--- src/design/lpr_pkg.sv ---
package lpr_pkg;

  // fixed panel geometry
  localparam int unsigned PANEL_WIDTH  = 32;
  localparam int unsigned PANEL_HEIGHT = 16;
  localparam int unsigned PANEL_BYTES  = (PANEL_WIDTH * PANEL_HEIGHT) / 8;

  // bit select within a byte
  localparam logic [2:0] BIT_SEL = 3'h7;

  // width wide enough for any computed byte address
  localparam int unsigned CALC_W = 17;

  // config register indexes
  localparam int unsigned CFG_IDX_W = 2;
  localparam logic [CFG_IDX_W-1:0] REG_PANELS_ACROSS = 2'd0;
  localparam logic [CFG_IDX_W-1:0] REG_PANELS_DOWN   = 2'd1;

  // transaction kinds
  localparam logic CMD_WRITE = 1'b0;
  localparam logic CMD_READ  = 1'b1;

  typedef enum logic [2:0] {
    RM_NORMAL  = 3'd0,
    RM_INVERSE = 3'd1,
    RM_TOGGLE  = 3'd2,
    RM_OR      = 3'd3,
    RM_NOR     = 3'd4
  } raster_mode_e;

  // address mapping result handed from the mapper to the top level
  typedef struct packed {
    logic [CALC_W-1:0] addr;
    logic              in_store;
    logic              clip;
    logic [7:0]        mask;
  } lpr_map_t;

endpackage

--- src/design/lpr_pixel_map.sv ---
module lpr_pixel_map
  import lpr_pkg::*;
#(
  parameter int unsigned STORE_BYTES = 1024
) (
  input  logic       cmd_i,
  input  logic [8:0] pos_x_i,
  input  logic [7:0] pos_y_i,
  input  logic [9:0] byte_address_i,
  input  logic [4:0] panels_across_i,
  input  logic [4:0] panels_down_i,
  input  logic [9:0] panels_total_i,
  output lpr_map_t   map_o
);

  localparam logic [CALC_W-1:0] StoreLimit = CALC_W'(STORE_BYTES);

  logic [8:0]        panel_row_off;
  logic [8:0]        panel;
  logic [13:0]       row_off;
  logic [CALC_W-1:0] wr_addr;
  logic [CALC_W-1:0] addr;
  logic              off_grid;
  logic              in_store;

  always_comb begin
    panel_row_off = 9'(panels_across_i) * 9'(pos_y_i[7:4]);
    panel         = 9'(pos_x_i[8:5]) + panel_row_off;
    row_off       = 14'(pos_y_i[3:0]) * 14'(panels_total_i);
    // column / 8 = x[4:3] + 4 * panel, row stride is 4 bytes per panel
    wr_addr       = CALC_W'(pos_x_i[4:3]) + CALC_W'({panel, 2'b00})
                  + CALC_W'({row_off, 2'b00});
    off_grid      = (10'(pos_x_i) >= {panels_across_i, 5'b0})
                 || (9'(pos_y_i) >= {panels_down_i, 4'b0});
    addr          = (cmd_i == CMD_READ) ? CALC_W'(byte_address_i) : wr_addr;
    in_store      = addr < StoreLimit;

    map_o.addr     = addr;
    map_o.in_store = in_store;
    map_o.clip     = (cmd_i == CMD_WRITE) && (off_grid || !in_store);
    map_o.mask     = 8'h80 >> (pos_x_i[2:0] & BIT_SEL);
  end

endmodule

--- config.mk ---
export PLATFORM = sky130hd
export DESIGN_NAME = lpr_pixel_map
export DESIGN_NICKNAME = d
export VERILOG_FILES = /design/src/design/lpr_pkg.sv /design/src/design/lpr_pixel_map.sv
export SDC_FILE = /design/constraint.sdc
export NUM_CORES = 1
export LEC_CHECK = 0
export ABC_AREA = 1
export BUFFER_PORTS_ARGS = -buffer_cell sky130_fd_sc_hd__buf_2
export CAP_MARGIN = 40
export CELL_PAD_IN_SITES_DETAIL_PLACEMENT = 0
export CELL_PAD_IN_SITES_GLOBAL_PLACEMENT = 2
export CORE_ASPECT_RATIO = 1.4
export CORE_MARGIN = 5
export CORE_UTILIZATION = 32
export DETAILED_ROUTE_END_ITERATION = 10
export PLACE_DENSITY_LB_ADDON = 0.1
export SLEW_MARGIN = 20
export SYNTH_ARGS = -nofsm -noshare
export SYNTH_HDL_FRONTEND = slang
export SYNTH_SLANG_ARGS = --single-unit
--- constraint.sdc ---
create_clock -name vclk -period 16.2
set_clock_uncertainty 0.1 [all_clocks]
set_input_delay 4.86 -clock vclk [all_inputs]
set_output_delay 4.86 -clock vclk [all_outputs]
set_load 0.1 [all_outputs]
==> results of run 1 <==
[power by group through the flow]
stage	sequential [uW]	combinational, uW	clock (uW)
after floorplan	0	370	0
after global placement	0	451	0
after detailed placement	0	453	0
after CTS	0	454	0
after global routing	0	495	0
final	0	447	0
[critical path, cell delays in order]
cell and delay, ps:
buf_2 150, nand2_1 90, fa_1 520, fa_1 520
fa_1 520, inv_1 40, ha_1 340, a21oi_1 160
nand2_1 90, a21oi_1 130, o21ai_0 140, a21o_1 190
a21oi_1 150, xor2_1 90, ha_1 330, nand2_1 80
nor2_1 150, nand3_1 90, nand3_1 140, inv_1 70
nor2_1 130, nand2_1 60, nand2_1 60, nand3_2 70
nand4_1 110, nand2_1 50, inv_1 60, buf_2 410
[metal layers]
layer | GRT usage, % | up-vias | wire length (um) | share of wire, %
met5 | 0 | - | 0 | 0
met4 | 0.680 | 0 | 53 | 0.61
met3 | 0.117 | 4 | 155 | 1.8
met2 | 33.1 | 33 | 5240 | 61
met1 | 14.2 | 1488 | 3180 | 37
li1 | - | 1766 | - | -
[logic make-up after synthesis]
family,count (synthesis)
XOR/XNOR,11
AND/OR/NAND/NOR,268
adder cells (fa/ha/maj),79
AO/OA/AOI/OAI,36
buffers and inverters,145
[area by class of cell]
type	count	share of cell area (%)
inverters	137	13.8
well taps	135	4.54
multi-input cells	394	71.4
repair buffers	76	10.2
[placed cells by master (no fill, tap or decap)]
cell and instances:
xnor2_1 5, nor3b_1 2, a21oi_2 3, nor4_1 1
ha_1 53, a21oi_1 17, a21o_1 2, or2_2 3
fa_1 26, nor3_1 9, xor2_1 6, nand2_2 10
nand3_1 23, buf_2 75, or2_1 2, a22oi_1 1
and3_1 1, o21ai_0 9, nor2_2 8, nand4_1 7
inv_1 137, nand2_1 179, buf_1 1, nand3_2 6
o311ai_0 1, a31oi_1 3, nor2_1 17
[worst paths after layout]
check               start       end  slack [ps]  cells after the start
min            pos_x_i[1]  map_o[6]       10040                      3
max    panels_across_i[0]  map_o[8]        1420                     28
[metrics by stage]
| step | setup slack [ps] | util (%) | instance area [sq um] | cells |
|---|---|---|---|---|
| after detailed placement | 1390 | 37.8 | 3720 | 742 |
| after CTS | 1380 | 37.8 | 3720 | 742 |
| after global placement | 1470 | 37.7 | 3720 | 741 |
| final | 1420 | 37.8 | 3720 | 742 |
| after floorplan | 666 | - | 3210 | 539 |
| after global routing | 994 | 37.8 | 3720 | 742 |
==> results.yml, run 1 <==
global_route:
  grt_antenna_before_repair: 0
  grt_pass1_wl_mm: 14.3
  grt-ovfl-total: 0
  track_usage_pct: 14.4
  grt_max_degree: 19
  grt_pass1_vias: 3260
die:
  rows: 43
  core-area_sq_um: 9850
  dieArea_sq_um: 12200
  die_h_um: 129
  pin_count: 75
  dieWidth_um: 94.7
  initial_core_util_pct: 32.6
synthesis:
  yosys.area.top_type: "nand2_1"
  synth_area_leaders: "nand2_1 (21%), ha_1 (21%), fa_1 (16%)"
  ys_warn_count: 0
  ys_top_cells_by_count: "nand2_1 (179), inv_1 (137), ha_1 (53), fa_1 (26), nand3_1 (23)"
  synthMuxAreaShare_pct: 0
  synth.most_common_cell: "nand2_1"
  ys_seq_area_share_pct: 0
  yosys.area.top_type_share_pct: 20.9
  synth_nets: 666
  synth_fa_ha_area_share_pct: 36.8
  synth-simple-area-share_pct: 36.4
  syn_inst: 539
  synthXorXnorAreaFrac_pct: 3.00
  synth_area_per_cell_sq_um: 5.96
  synth_area_sq_um: 3210
  synth-compound-area-share_pct: 6.43
  synth_cell_type_count: 28
  synth_top_family_by_area: "adder cells"
critical_path:
  arrival_ps: 9820
  worstSetupPathType: "in -> out"
  startpoint_type: "primary input"
  cp_max_fo: 5
  end_kind: "output port"
  required_ps: 11240
power:
  seqPwrFrac_pct: 0
  p_leak_uw: 0.00251
  power.switching_uw: 326
  switching_share_pct: 73.0
  p_clk_share_pct: 0
  p_per_area_nw_per_um2: 120
  p_int_uw: 121
  finalPower_uw: 447
  comb_power_share_pct: 100.0
  peakVddDrop_mv: 0.0342
placement:
  dp_hpwl_mm: 8.04
  gp_congestion: 0.780
  port_buffers: 75
layout:
  multi_input_area_sq_um: 2660
  num-nets-final: 736
  syn_to_final_growth_pct: 15.8
  insertedDiodeCount: 0
  drive_gt1_share_pct: 17.3
  clockBufferCount: 0
  design.seq.count: 0
  regArea_sq_um: 0
  fill_cells: 1160
timing:
  fmax_mhz: 67.6
  finalCritPeriodShare_pct: 91.2
  tightestPinTransition_ps: 502
  maxSlewViolCount: 0
  max-slew-margin-rel_pct: 66.8
  timing.hold.ws_ps: 10040
  rsz0062_at_grt: "no"
  finalSetupViolCount: 0
  finalSetupTns_ps: 0
  min_period_ps: 14780
  finalHoldViolCount: 0
route:
  via_count: 3291
  drt_iter0_markers: 50
  drt-total-wl_mm: 8.63
  first_pass_iters: 6
  viasPerCell: 4.44
  antenna_left: 0
  remaining_drc_errors: 0
  wl_per_cell_um: 11.6
worst_hold_path:
  hold_path_class: "in -> out"
clock_tree:
  cts_hold_buf: 0
  ctsResizeCount: 0
  cts_setup_buffers: 0
job:
  cap_violations: 0
run_status:
  outcome: "completed"
Note: power is estimated with default switching activity, not from simulation.
==> run 2: changes to the inputs <==
Settings changed: PLACE_DENSITY set to 0.95, PLACE_DENSITY_LB_ADDON 0.1 to unset.
==> run 2 against run 1 <==
Against the previous run:
- non-clock buffer count decreased by 1
- power decreased by 0.51%
- clock-buffer cell count unchanged
- sequential share of layout area unchanged
- flip-flop and latch count unchanged
- via count increased by 1.3%
- final cell count decreased by 0.13%
- die area unchanged
- critical path depth unchanged
- critical path type unchanged
==> results.yml, run 2 (synthesized netlist as in run 1, its figures left out) <==
run_status:
  outcome: "completed"
timing:
  rsz0062_at_grt: "no"
  timing.final.ws_setup_ps: 1450
  finalSetupTns_ps: 0
  finalSetupViolCount: 0
  timing.hold.ws_ps: 10050
  max-slew-margin-rel_pct: 53.8
  finalHoldViolCount: 0
  fmax_mhz: 67.8
  tightestPinTransition_ps: 684
  min_period_ps: 14750
  maxSlewViolCount: 0
  finalCritPeriodShare_pct: 91.1
power:
  comb_power_share_pct: 100.0
  p_leak_uw: 0.00251
  switching_share_pct: 73.0
  power.switching_uw: 324
  p_int_uw: 120
  p_clk_share_pct: 0
  p_per_area_nw_per_um2: 120
  peakVddDrop_mv: 0.0427
  seqPwrFrac_pct: 0
critical_path:
  startpoint_type: "primary input"
  cp-startpoint: "pos_y_i[7]"
  cp_slowest_cell: "fa_1"
  worstSetupPathType: "in -> out"
  arrival_ps: 9790
  endpoint: "map_o[8]"
  critical_path.most_common_cell: "nand2_1"
  end_kind: "output port"
  required_ps: 11240
  cpPeakStageDelay_ps: 520
  cp_max_fo: 6
clock_tree:
  cts_hold_buf: 0
  cts_setup_buffers: 0
  ctsResizeCount: 0
layout:
  layout_common_cells: "nand2_1 (179), inv_1 (137), buf_2 (75), ha_1 (53), fa_1 (26)"
  layout_commonest_cell: "nand2_1"
  regArea_sq_um: 0
  clockBufferCount: 0
  fill_cells: 1147
  num-nets-final: 735
  insertedDiodeCount: 0
  drive_gt1_share_pct: 17.3
  design.seq.count: 0
  multi_input_area_sq_um: 2660
  syn_to_final_growth_pct: 15.7
placement:
  gp_congestion: 0.798
  dp_hpwl_mm: 7.48
  preCtsSetupSlack_ps: 1410
  port_buffers: 75
route:
  drt-total-wl_mm: 8.06
  antenna_left: 0
  remaining_drc_errors: 0
  first_pass_iters: 4
  drt_iter0_markers: 105
  via_count: 3333
  viasPerCell: 4.50
  wl_per_cell_um: 10.9
global_route:
  grt_pass1_wl_mm: 14.3
  grt_pass1_vias: 3421
  grt_antenna_before_repair: 0
  grt-ovfl-total: 0
  track_usage_pct: 13.9
  grt_max_degree: 19
job:
  cap_violations: 0
worst_hold_path:
  hold_path_class: "in -> out"
  hp-start: "pos_x_i[1]"
die:
  dieWidth_um: 94.7
  pin_count: 75
  die_h_um: 129
  core-area_sq_um: 9850
  rows: 43
  dieArea_sq_um: 12200
  initial_core_util_pct: 32.6
[run 2: cell count changes in the layout (fill, tap and decap cells not counted)]
| cell | delta |
|---|---|
| buf_1 | -1 |
[run 2: worst min path at each step]
stage                     to  slack [ps]  cells past startpoint
floorplan           map_o[7]        9960                      1
global placement    map_o[6]       10040                      3
detailed placement  map_o[6]       10050                      3
CTS                 map_o[6]       10050                      3
global route        map_o[5]       10070                      3
finish              map_o[6]       10050                      3
[run 2: power by group through the flow]
stage / Clock [uW] / Sequential (uW) / Combinational (uW)
after detailed placement: 0 / 0 / 448
after global placement: 0 / 0 / 444
final: 0 / 0 / 444
after global routing: 0 / 0 / 495
after CTS: 0 / 0 / 450
after floorplan: 0 / 0 / 370
[run 2: critical path: cells and delay by family]
kind                     cells  cell delay (ps)
AO/OA/AOI/OAI                5              750
XOR/XNOR                     1               90
adder cells (fa/ha/maj)      5             2220
buffers and inverters        5              710
AND/OR/NAND/NOR             12             1160
[run 2: cell type report]
class	count	share of cell area (%)
Multi-Input combinational cell	394	71.5
Timing Repair Buffer	75	10.1
Inverter	137	13.8
Tap cell	135	4.55
[run 2: routing by layer]
layer	up-vias	track usage [%]	wire length [um]
met1	1503	15.3	3180
met4	0	1.53	84
met3	4	0.468	349
met5	-	0	0
li1	1771	-	-
met2	55	29.2	4450
[run 2: metrics by stage]
stage / utilization (%) / total power [uW] / instance area [sq um] / instances
6_report: 37.7 / 444 / 3720 / 741
5_1_grt: 37.7 / 495 / 3720 / 741
4_1_cts: 37.7 / 450 / 3720 / 741
3_5_place_dp: 37.7 / 448 / 3720 / 741
3_3_place_gp: 37.7 / 444 / 3720 / 741
2_1_floorplan: - / 370 / 3210 / 539
